==> src/hdl/tcce_pkg.sv <==
// Types, codes and helpers for the text console character engine.
// No dependencies; used by the channels, front, queue and back.
package tcce_pkg;

   // Request operation codes
   typedef enum logic [1:0] {
      OP_PUT_CHAR   = 2'd0,
      OP_SET_CURSOR = 2'd1,
      OP_CLEAR      = 2'd2,
      OP_READ       = 2'd3
   } opcode_type;

   // Classified command kinds passed from front to back
   typedef enum logic [2:0] {
      CMD_GLYPH,
      CMD_NEWLINE,
      CMD_RETURN,
      CMD_TAB,
      CMD_BACKSPACE,
      CMD_SET_CURSOR,
      CMD_CLEAR,
      CMD_READ
   } cmd_kind_type;

   // One queued command; coordinates already saturated for set cursor
   typedef struct packed {
      cmd_kind_type kind;
      logic [7:0]   char_code;
      logic [6:0]   column;
      logic [4:0]   row;
      logic         in_range;
   } cmd_type;

   // Control characters
   localparam logic [7:0] CHAR_NEWLINE   = 8'h0A;
   localparam logic [7:0] CHAR_RETURN    = 8'h0D;
   localparam logic [7:0] CHAR_TAB       = 8'h09;
   localparam logic [7:0] CHAR_BACKSPACE = 8'h08;
   localparam logic [7:0] CHAR_SPACE     = 8'h20;

   // Tab stops every eight columns
   localparam int TAB_STEP = 8;

   // Colour reset values and register indexes
   localparam logic [3:0] RESET_FG     = 4'd7;
   localparam logic [3:0] RESET_BG     = 4'd0;
   localparam int         CSR_ADDR_W   = 4;
   localparam logic [3:0] CSR_FG_COLOR = 4'd0;
   localparam logic [3:0] CSR_BG_COLOR = 4'd1;

   localparam int POS_W       = 11;
   localparam int QUEUE_DEPTH = 4;

   // Build a cell word from character and colours
   function automatic logic [15:0] make_cell(input logic [7:0] ch, input logic [3:0] fg,
                                             input logic [3:0] bg);
      return {bg, fg, ch};
   endfunction

endpackage

==> src/hdl/tcce_queue.sv <==
// Short command queue between front and back ends.
// Depends on tcce_pkg for the command type.
module tcce_queue #(
   parameter int DEPTH = 4
) (
   input  logic              clock,
   input  logic              reset,
   input  logic              push,
   input  tcce_pkg::cmd_type push_cmd,
   output logic              full,
   input  logic              pop,
   output logic              empty,
   output tcce_pkg::cmd_type head_cmd
);

   localparam int PTR_W = $clog2(DEPTH);
   localparam int CNT_W = $clog2(DEPTH + 1);
   localparam logic [PTR_W-1:0] LAST_PTR = PTR_W'(DEPTH - 1);

   tcce_pkg::cmd_type entries_ff [DEPTH];
   logic [PTR_W-1:0]  wr_ptr_ff, wr_ptr_in;
   logic [PTR_W-1:0]  rd_ptr_ff, rd_ptr_in;
   logic [CNT_W-1:0]  count_ff, count_in;

   assign full     = count_ff == CNT_W'(DEPTH);
   assign empty    = count_ff == '0;
   assign head_cmd = entries_ff[rd_ptr_ff];

   // Pointer and fill count update
   always_comb begin
      wr_ptr_in = wr_ptr_ff;
      rd_ptr_in = rd_ptr_ff;
      count_in  = count_ff;
      if (push) begin
         wr_ptr_in = (wr_ptr_ff == LAST_PTR) ? '0 : wr_ptr_ff + 1'b1;
      end
      if (pop) begin
         rd_ptr_in = (rd_ptr_ff == LAST_PTR) ? '0 : rd_ptr_ff + 1'b1;
      end
      if (push && !pop) begin
         count_in = count_ff + 1'b1;
      end else if (pop && !push) begin
         count_in = count_ff - 1'b1;
      end
   end

   always_ff @(posedge clock) begin
      if (reset) begin
         wr_ptr_ff <= '0;
         rd_ptr_ff <= '0;
         count_ff  <= '0;
      end else begin
         wr_ptr_ff <= wr_ptr_in;
         rd_ptr_ff <= rd_ptr_in;
         count_ff  <= count_in;
      end
   end

   // Entry storage
   always_ff @(posedge clock) begin
      if (push) begin
         entries_ff[wr_ptr_ff] <= push_cmd;
      end
   end

endmodule

==> config.mk <==
export PLATFORM = sky130hd
export DESIGN_NAME = tcce_queue
export DESIGN_NICKNAME = d
export VERILOG_FILES = /design/src/hdl/tcce_pkg.sv /design/src/hdl/tcce_queue.sv
export SDC_FILE = /design/constraint.sdc
export NUM_CORES = 1
export LEC_CHECK = 0
export ABC_AREA = 1
export BUFFER_PORTS_ARGS = -buffer_cell sky130_fd_sc_hd__buf_2
export CAP_MARGIN = 5
export CORE_MARGIN = 2
export CORE_UTILIZATION = 57
export DETAILED_ROUTE_END_ITERATION = 8
export GPL_ROUTABILITY_DRIVEN = 0
export PLACE_DENSITY = 0.79
export REMOVE_ABC_BUFFERS = 1
export SETUP_SLACK_MARGIN = 0.02
export SYNTH_ARGS = -nofsm -noshare
export SYNTH_HDL_FRONTEND = slang
export SYNTH_SLANG_ARGS = --single-unit
export TNS_END_PERCENT = 30
==> constraint.sdc <==
create_clock -name clock -period 2.08 [get_ports clock]
set_clock_uncertainty 0.2 [all_clocks]
set_input_delay 0.104 -clock clock [delete_from_list [all_inputs] [get_ports clock]]
set_output_delay 0.104 -clock clock [all_outputs]
set_load 0.05 [all_outputs]
==> run summary <==
Gate power share: 0.189
storage element area: 3060 sq um
maximum vdd drop: 0.000449 V
Seq pwr share: 0.564
Hold Crit Endpoint: entries_ff[1][10]$_DFFE_PP_
Routed WL per cell: 15.7 um
# setup viols final: 0
Filler cells: 496
DR DRC count: 0
Cells after Synth: 291
slowest cell delay on critical path: 0.36 ns
Core Util, Final: 0.706
Max Root-Sink Buffers: 2
Hold Slack: 0.282 ns
Req. time, crit path: 1.78 ns
Seq/Total Area, Yosys: 0.732
Post-synth EDFFs: 96
CTS Buf Count: 9
unrepaired setup endpoints after global routing: true
Antenna Cells: 0
Switching Fraction: 0.288
WS Path Type: register to output port
number of I/O port buffers: 53
Yosys top cell by area: edfxtp_1
# rows: 31
Vias/cell: 5.18
Initial Utilization: 0.583
Syn-to-layout area delta: 21.1%
count leader, synth: edfxtp_1
Tcrit/Tclk final: 0.946
Layout Nets: 418
overall power: 4330 uW
fin crit period: 1.97 ns
CP Launch Type: register
Via Count: 2,524
synth top area cells: edfxtp_1 69%, o22ai_2 6.0%, o21ai_0 5.5%
Cell Pwr Density: 854 nW/um^2
Clk Latency, worst-skew pair: 0.36 ns
CTS tree: yes
Rel. slew slack: 0.748
top-area cell type share of the netlist area: 0.689
f_max: 508 MHz
first-pass GRT wire length: 12,100 um
Syn. warnings: 0
worst min path class: input pin to register
post-CTS setup buffers: 0
hold wc startpoint: push_cmd[10]
Worst EP arrival: 1.66 ns
leakage: 0.00188 uW
worst r2r dst: wr_ptr_ff[0]$_SDFFE_PP0P_
CTS root buffer: clkbuf_8
Crit-path slowest cell: dfxtp_2
Detail Route Antenna Nets: 0
slew of the pin with the lowest slew margin: 0.378 ns
R2R Setup Slk: 0.40 ns
Int Pwr: 3080 uW
DRT Pass-1 Iters: 4
DRT iter0 DRCs: 148
cell area after synthesis: 4180 sq um
Die Area: 8040 sq um
layout cells sized above 1: 0.314
number of global-route vias before repair: 2,588
syn_area_per_cell: 14.4 sq um
Die Span Y: 89.7 um
Die W: 89.7 um
Slew Limit Fails: 0
Hold Vio Cnt, Final: 0
Synth cell types: 22
GRT Overall Usage: 0.206
Sw Pwr: 1250 uW
# IOs: 54
worst reg2reg path depth: 5
TNS Setup: 0 ns
hold path cells: 2
H-tree depth: 3
final WL: 7650 um
status: completed
MaxCap Viol Count: 0
Sink Count: 105
Clock power frac: 0.247
Crit Reg-Reg Startpoint: wr_ptr_ff[0]$_SDFFE_PP0P_
DPL Wire Length: 4910 um
Reg clk slew, reported paths: 0.09 ns
Crit Path Max Fanout: 24
area of the multi-input gates: 971 sq um
total gr overflow: 0
Placeable Area: 7180 sq um
antenna violations before repair: 0
FFs w/ async S/R, synth: 0
Synth Register Bits: 105
synth cell count leaders: 96 x edfxtp_1, 46 x o21ai_0, 36 x nor2_1
largest net degree at the start of global routing: 33
top_reg_cell synth: edfxtp_1
Crit. End Element: output port
CP cell instances: inv_4, buf_12, nor2_1, o22ai_1, buf_2
[placed cells by master, fill, tap and decap left out]
master         netlist  layout
clkinv_1             0       2
buf_12               0       2
nand3_1              1       1
o21ai_0             46      46
inv_6                0       1
clkinvlp_4           0       2
fa_1                 1       1
nand4_1              1       1
o22ai_1              4       4
edfxtp_1            96      96
o22ai_2             20      20
dlygate4sd3_1        0      28
buf_2                9      52
nor2_2              20      20
nor2_1              36      36
a21oi_1              3       3
buf_4                1      11
inv_1               14      14
clkbuf_8             0       9
buf_6                3       1
dfxtp_1              9       8
dfxtp_2              0       1
inv_4                0       1
xor2_1               1       1
ha_1                 6       6
nor3_1               4       4
clkbuf_1             1       2
inv_2                2       1
o21ai_1              5       5
clkbuf_4             0       1
nand2_1              8       8
[flip-flops by register name, summed over array words and instances (netlist names), named ones only]
| signal | flops |
|---|---|
| wr_ptr_ff | 2 |
| rd_ptr_ff | 2 |
| entries_ff | 96 |
| count_ff | 3 |
[per-stage QoR]
stage,std cells,setup WS (ns),area [sq um]
after floorplan,277,-0.416,4090
after global placement,443,0.454,4610
final,487,0.113,5070
after detailed placement,443,0.411,4610
after CTS,487,0.0569,5060
after global routing,487,0.00656,5070
[power by group through the flow]
stage,clock network [uW],logic (uW),registers [uW]
after global placement,0,756,2480
after global routing,1180,883,2450
final,1070,817,2440
after CTS,1090,820,2440
after detailed placement,0,776,2490
after floorplan,0,528,2490
[critical path, delay by kind of cell (launching register included)]
family                 cells  cell delay [ns]
AO/OA/AOI/OAI              1             0.19
buffers and inverters      3             0.69
flip-flops                 1             0.36
AND/OR/NAND/NOR            1             0.06
[layer usage]
layer  wire length, um  global-route usage  vias up
li1                  -                   -     1245
met1              3340               0.251     1224
met2              3960               0.365       43
met3               225              0.0329       12
met4               130              0.0868        0
met5                 0                   0        -
[how the worst max path moves through the flow]
stage | start | endpoint | slack, ns | cells past startpoint
after global routing | register | head_cmd[23] | 0.007 | 4
final | register | head_cmd[17] | 0.11 | 5
after detailed placement | register | head_cmd[12] | 0.41 | 5
after CTS | register | head_cmd[12] | 0.06 | 4
after global placement | register | head_cmd[17] | 0.45 | 5
after floorplan | register | head_cmd[15] | -0.42 | 3
[logic make-up after synthesis]
| group | share of synthesized area |
|---|---|
| flip-flops | 0.732 |
| AO/OA/AOI/OAI | 0.130 |
| AND/OR/NAND/NOR | 0.0769 |
| buffers and inverters | 0.0359 |
| adder cells (fa/ha/maj) | 0.0227 |
| XOR/XNOR | 0.00209 |
[cell type report]
class	count	share of cell area
timing repair buffer	95	0.135
multi-input combinational	156	0.192
clock inverter	5	0.00617
tap	99	0.0245
clock buffer	11	0.0259
inverter	16	0.0123
sequential	105	0.605
[repair_timing]
action,in CTS,in global routing
hold buffers,28,0
endpoints found under the setup margin,2,8
endpoints found under the hold margin,105,0
resized for setup,1,2
Power figures use the tool's default switching activity.
