===== src/hdl/tcce_pkg.sv =====
// Types, codes and helpers for the text console character engine.
// No dependencies; used by the channels, front, queue and back.
package tcce_pkg;

   // Request operation codes
   typedef enum logic [1:0] {
      OP_PUT_CHAR   = 2'd0,
      OP_SET_CURSOR = 2'd1,
      OP_CLEAR      = 2'd2,
      OP_READ       = 2'd3
   } opcode_type;

   // Classified command kinds passed from front to back
   typedef enum logic [2:0] {
      CMD_GLYPH,
      CMD_NEWLINE,
      CMD_RETURN,
      CMD_TAB,
      CMD_BACKSPACE,
      CMD_SET_CURSOR,
      CMD_CLEAR,
      CMD_READ
   } cmd_kind_type;

   // One queued command; coordinates already saturated for set cursor
   typedef struct packed {
      cmd_kind_type kind;
      logic [7:0]   char_code;
      logic [6:0]   column;
      logic [4:0]   row;
      logic         in_range;
   } cmd_type;

   // Control characters
   localparam logic [7:0] CHAR_NEWLINE   = 8'h0A;
   localparam logic [7:0] CHAR_RETURN    = 8'h0D;
   localparam logic [7:0] CHAR_TAB       = 8'h09;
   localparam logic [7:0] CHAR_BACKSPACE = 8'h08;
   localparam logic [7:0] CHAR_SPACE     = 8'h20;

   // Tab stops every eight columns
   localparam int TAB_STEP = 8;

   // Colour reset values and register indexes
   localparam logic [3:0] RESET_FG     = 4'd7;
   localparam logic [3:0] RESET_BG     = 4'd0;
   localparam int         CSR_ADDR_W   = 4;
   localparam logic [3:0] CSR_FG_COLOR = 4'd0;
   localparam logic [3:0] CSR_BG_COLOR = 4'd1;

   localparam int POS_W       = 11;
   localparam int QUEUE_DEPTH = 4;

   // Build a cell word from character and colours
   function automatic logic [15:0] make_cell(input logic [7:0] ch, input logic [3:0] fg,
                                             input logic [3:0] bg);
      return {bg, fg, ch};
   endfunction

endpackage


===== src/hdl/tcce_channels.sv =====
// Handshake channel interfaces: request, response and register write.
// Depends on tcce_pkg for the register address width.
interface tcce_req_if;
   logic       valid;
   logic       ready;
   logic [1:0] opcode;
   logic [7:0] char_code;
   logic [6:0] column;
   logic [4:0] row;

   modport source (output valid, opcode, char_code, column, row, input ready);
   modport sink (input valid, opcode, char_code, column, row, output ready);
endinterface



===== src/hdl/tcce_front.sv =====
// Front end: accepts request words and classifies them into commands.
// Depends on tcce_pkg and tcce_req_if.
module tcce_front #(
   parameter int COLUMNS = 80,
   parameter int ROWS    = 25
) (
   tcce_req_if.sink          req_port,
   input  logic              queue_full,
   input  logic              init_busy,
   output logic              push,
   output tcce_pkg::cmd_type push_cmd
);

   logic       col_fits;
   logic       row_fits;
   logic [6:0] col_sat;
   logic [4:0] row_sat;

   // Take a word whenever the queue has room and the store is ready
   assign req_port.ready = !queue_full && !init_busy;
   assign push           = req_port.valid && req_port.ready;

   // Range checks and saturation against the screen size
   assign col_fits = 32'(req_port.column) < COLUMNS;
   assign row_fits = 32'(req_port.row) < ROWS;
   assign col_sat  = col_fits ? req_port.column : 7'(COLUMNS - 1);
   assign row_sat  = row_fits ? req_port.row : 5'(ROWS - 1);

   // Classification
   always_comb begin
      push_cmd.kind      = tcce_pkg::CMD_GLYPH;
      push_cmd.char_code = req_port.char_code;
      push_cmd.column    = req_port.column;
      push_cmd.row       = req_port.row;
      push_cmd.in_range  = col_fits && row_fits;
      case (tcce_pkg::opcode_type'(req_port.opcode))
         tcce_pkg::OP_PUT_CHAR: begin
            case (req_port.char_code)
               tcce_pkg::CHAR_NEWLINE:   push_cmd.kind = tcce_pkg::CMD_NEWLINE;
               tcce_pkg::CHAR_RETURN:    push_cmd.kind = tcce_pkg::CMD_RETURN;
               tcce_pkg::CHAR_TAB:       push_cmd.kind = tcce_pkg::CMD_TAB;
               tcce_pkg::CHAR_BACKSPACE: push_cmd.kind = tcce_pkg::CMD_BACKSPACE;
               default:                  push_cmd.kind = tcce_pkg::CMD_GLYPH;
            endcase
         end
         tcce_pkg::OP_SET_CURSOR: begin
            push_cmd.kind   = tcce_pkg::CMD_SET_CURSOR;
            push_cmd.column = col_sat;
            push_cmd.row    = row_sat;
         end
         tcce_pkg::OP_CLEAR: push_cmd.kind = tcce_pkg::CMD_CLEAR;
         tcce_pkg::OP_READ:  push_cmd.kind = tcce_pkg::CMD_READ;
         default:            push_cmd.kind = tcce_pkg::CMD_GLYPH;
      endcase
   end

endmodule


===== src/flat_wrapper.sv =====
// flat-port wrapper written by rule: the top's interface ports become plain ports
module tcce_front_flat 
#(
   parameter int COLUMNS = 80,
   parameter int ROWS    = 25
)
  (queue_full, init_busy, push, push_cmd, req_port_valid, req_port_opcode, req_port_char_code, req_port_column, req_port_row, req_port_ready);
  tcce_req_if req_port_i ();
  input  logic queue_full;
  input  logic init_busy;
  output logic push;
  output tcce_pkg::cmd_type push_cmd;
  input wire logic [$bits(req_port_i.valid)-1:0] req_port_valid;
  input wire logic [$bits(req_port_i.opcode)-1:0] req_port_opcode;
  input wire logic [$bits(req_port_i.char_code)-1:0] req_port_char_code;
  input wire logic [$bits(req_port_i.column)-1:0] req_port_column;
  input wire logic [$bits(req_port_i.row)-1:0] req_port_row;
  output wire logic [$bits(req_port_i.ready)-1:0] req_port_ready;
  assign req_port_i.valid = req_port_valid;
  assign req_port_i.opcode = req_port_opcode;
  assign req_port_i.char_code = req_port_char_code;
  assign req_port_i.column = req_port_column;
  assign req_port_i.row = req_port_row;
  assign req_port_ready = req_port_i.ready;
  tcce_front #(.COLUMNS(COLUMNS), .ROWS(ROWS)) u_core (.req_port(req_port_i), .queue_full(queue_full), .init_busy(init_busy), .push(push), .push_cmd(push_cmd));
endmodule

===== config.mk =====
export PLATFORM = sky130hd
export DESIGN_NAME = tcce_front_flat
export DESIGN_NICKNAME = d
export VERILOG_FILES = /design/src/hdl/tcce_pkg.sv /design/src/hdl/tcce_channels.sv /design/src/hdl/tcce_front.sv /design/src/flat_wrapper.sv
export SDC_FILE = /design/constraint.sdc
export NUM_CORES = 1
export LEC_CHECK = 0
export BUFFER_PORTS_ARGS = -buffer_cell sky130_fd_sc_hd__buf_2
export CELL_PAD_IN_SITES_DETAIL_PLACEMENT = 1
export CELL_PAD_IN_SITES_GLOBAL_PLACEMENT = 1
export CORE_MARGIN = 8
export CORE_UTILIZATION = 16
export DETAILED_ROUTE_END_ITERATION = 8
export GPL_TIMING_DRIVEN = 0
export PLACE_DENSITY_LB_ADDON = 0.1
export SKIP_LAST_GASP = 1
export SLEW_MARGIN = 20
export SYNTH_ARGS = -nofsm -noshare
export SYNTH_HDL_FRONTEND = slang
export SYNTH_SLANG_ARGS = --single-unit

===== constraint.sdc =====
create_clock -name vclk -period 1.56
set_input_delay 0.078 -clock vclk [all_inputs]
set_output_delay 0.078 -clock vclk [all_outputs]
set_load 0.03 [all_outputs]

==> qor.yml <==
place:
  place_ws_ns: 0.208
  dpl.hpwl_um: 1330
  io_buffers: 51
  place_congestion: 0.669
setup_path:
  cp.arrival_ns: 1.26
  worstPathMaxFanout: 2
  cp-start-kind: "primary input"
  required_ns: 1.48
  cp-end-kind: "primary output"
  path_class: "in2out"
synth:
  synth_top_family_by_area: "simple AND/OR/NAND/NOR gates"
  synthXorXnorAreaFrac_pct: 3.26
  synth-compound-area-share_pct: 29.3
  synth.most_common_cell: "buf_4"
  synth-simple-area-share_pct: 39.5
  synthCells: 39
  synth_area_leader_cell: "buf_4"
  synthAdderAreaFrac_pct: 0
  syn_nets: 64
  avgSynthCellArea_um2: 6.90
  synth_area_leaders: "buf_4 (22%), and2_1 (16%), o21bai_1 (11%), nor2_1 (7.0%), o41ai_2 (6.0%)"
  netlist_top_cells_count: "buf_4 (8), and2_1 (7), nor2_1 (5), o21bai_1 (4), clkbuf_1 (3)"
  yosys-mux-area-fraction_pct: 0
  synth_area_um2: 269
  synth-seq-area-share_pct: 0
  yosys_warnings: 0
  synth_cell_types: 17
  yosysTopAreaCellShare_pct: 22.3
floorplan:
  die_y_um: 57.0
  core_area_mm2: 0.00165
  core.rowCount: 15
  die-width_um: 57.0
  die_area_mm2: 0.00325
  start_util_pct: 16.3
  io_pins: 51
cells_and_area:
  finalNetCount: 117
  drive_gt1_share_pct: 70.0
  multiInputGateArea_um2: 201
  antenna_cells: 0
  fillers: 231
  seq_cell_count: 0
  regArea_um2: 0
  clock_buffer_count: 0
  area_growth_pct: 106
sta:
  max_freq_mhz: 749
  period_share_pct: 85.6
  setup_viol: 0
  hold_viol: 0
  timing.final.crit_period_ns: 1.33
  relSlewSlack_pct: 81.1
  tns_ns: 0
  rsz0062_at_grt: "no"
  setup_slack_ns: 0.225
  worst_pin_slew_ns: 0.280
  maxSlewViolCount: 0
min_path:
  hold_path_depth: 3
  hp-start: "queue_full"
  worst_hold_path.endpoint: "req_port_ready"
  hp-class: "in2out"
outcome:
  status: "finished clean"
global_route:
  grt_pass1_wl_um: 2330
  gr-total-overflow: 0
  grt_usage_pct: 8.09
  antenna_found_initial: 0
  grt_pass1_vias: 525
  grt_max_degree: 7
clocking:
  cts_setup_buffers: 0
  hold_buffers: 0
  cts_resized: 0
routing:
  drt-total-wl_um: 1380
  drc: 0
  num_vias: 477
  wl_per_cell_um: 12.9
  avgViaCountPerCell: 4.46
  drt_iter0_markers: 0
  firstDrtPassIters: 1
  drt.antenna.violating_nets: 0
pwr:
  powerDensity_mw_per_mm2: 386
  peakVddDrop_mv: 0.125
  power.leakage_nw: 0.313
flow_run:
  max_cap_violations: 0
kinds of logic (layout without fill, tap and decap cells):
group / after synthesis / count (layout)
AND/OR/NAND/NOR: 17 / 17
XOR/XNOR: 1 / 1
buffers and inverters: 12 / 63
AO/OA/AOI/OAI: 9 / 9
layer usage:
layer	track usage [%]	up-vias	share of wire, %
met5	0	-	0
met4	0	0	0
met3	3.10	0	11
met2	14.0	28	46
met1	9.80	218	42
li1	-	231	-
placed cells by master (no fill, tap or decap), drive strengths merged:
cell     n
or4b     1
nand4b   1
xnor2    1
nor2     5
inv      1
or2      1
o21ai    1
o21bai   4
nor3b    1
o311ai   1
o41ai    2
nand3b   1
and2     7
clkbuf   3
buf     59
a41o     1
layout make-up:
type | instances | area share, %
inverters | 1 | 0.679
repair buffers | 51 | 46.2
well taps | 17 | 3.85
multi-input cells | 27 | 36.4
plain buffers | 11 | 12.9
worst max-delay path, stage by stage:
cell and delay (ns):
buf_2 0.11, or4b_4 0.54, o41ai_2 0.28, buf_2 0.25
where the power goes:
group          internal, W  total (W)  switching [W]
Combinational    0.0000817   0.000213       0.000132
Clock                    0          0              0
Sequential               0          0              0
worst max-delay path by stage:
stage,cells past startpoint,endpoint,slack [ns],start
4_1_cts,4,push_cmd[21],0.21,req_port_char_code[2]
5_1_grt,4,push_cmd[21],0.16,req_port_char_code[2]
3_3_place_gp,4,push_cmd[21],0.20,req_port_char_code[2]
3_5_place_dp,4,push_cmd[21],0.21,req_port_char_code[2]
2_1_floorplan,2,push_cmd[21],0.17,req_port_char_code[2]
6_report,4,push_cmd[21],0.23,req_port_char_code[2]
through the flow:
step	utilization, %	hold WS [ns]	power [W]	area [um2]	instances
detailed placement	33.5	0.434	0.000218	553	107
CTS	33.5	0.433	0.000218	553	107
finish	33.5	0.430	0.000213	553	107
global route	33.5	0.459	0.000230	553	107
global placement	33.5	0.428	0.000215	553	107
floorplan	-	0.268	0.000132	277	39
Note: power is estimated with default switching activity, not from simulation.
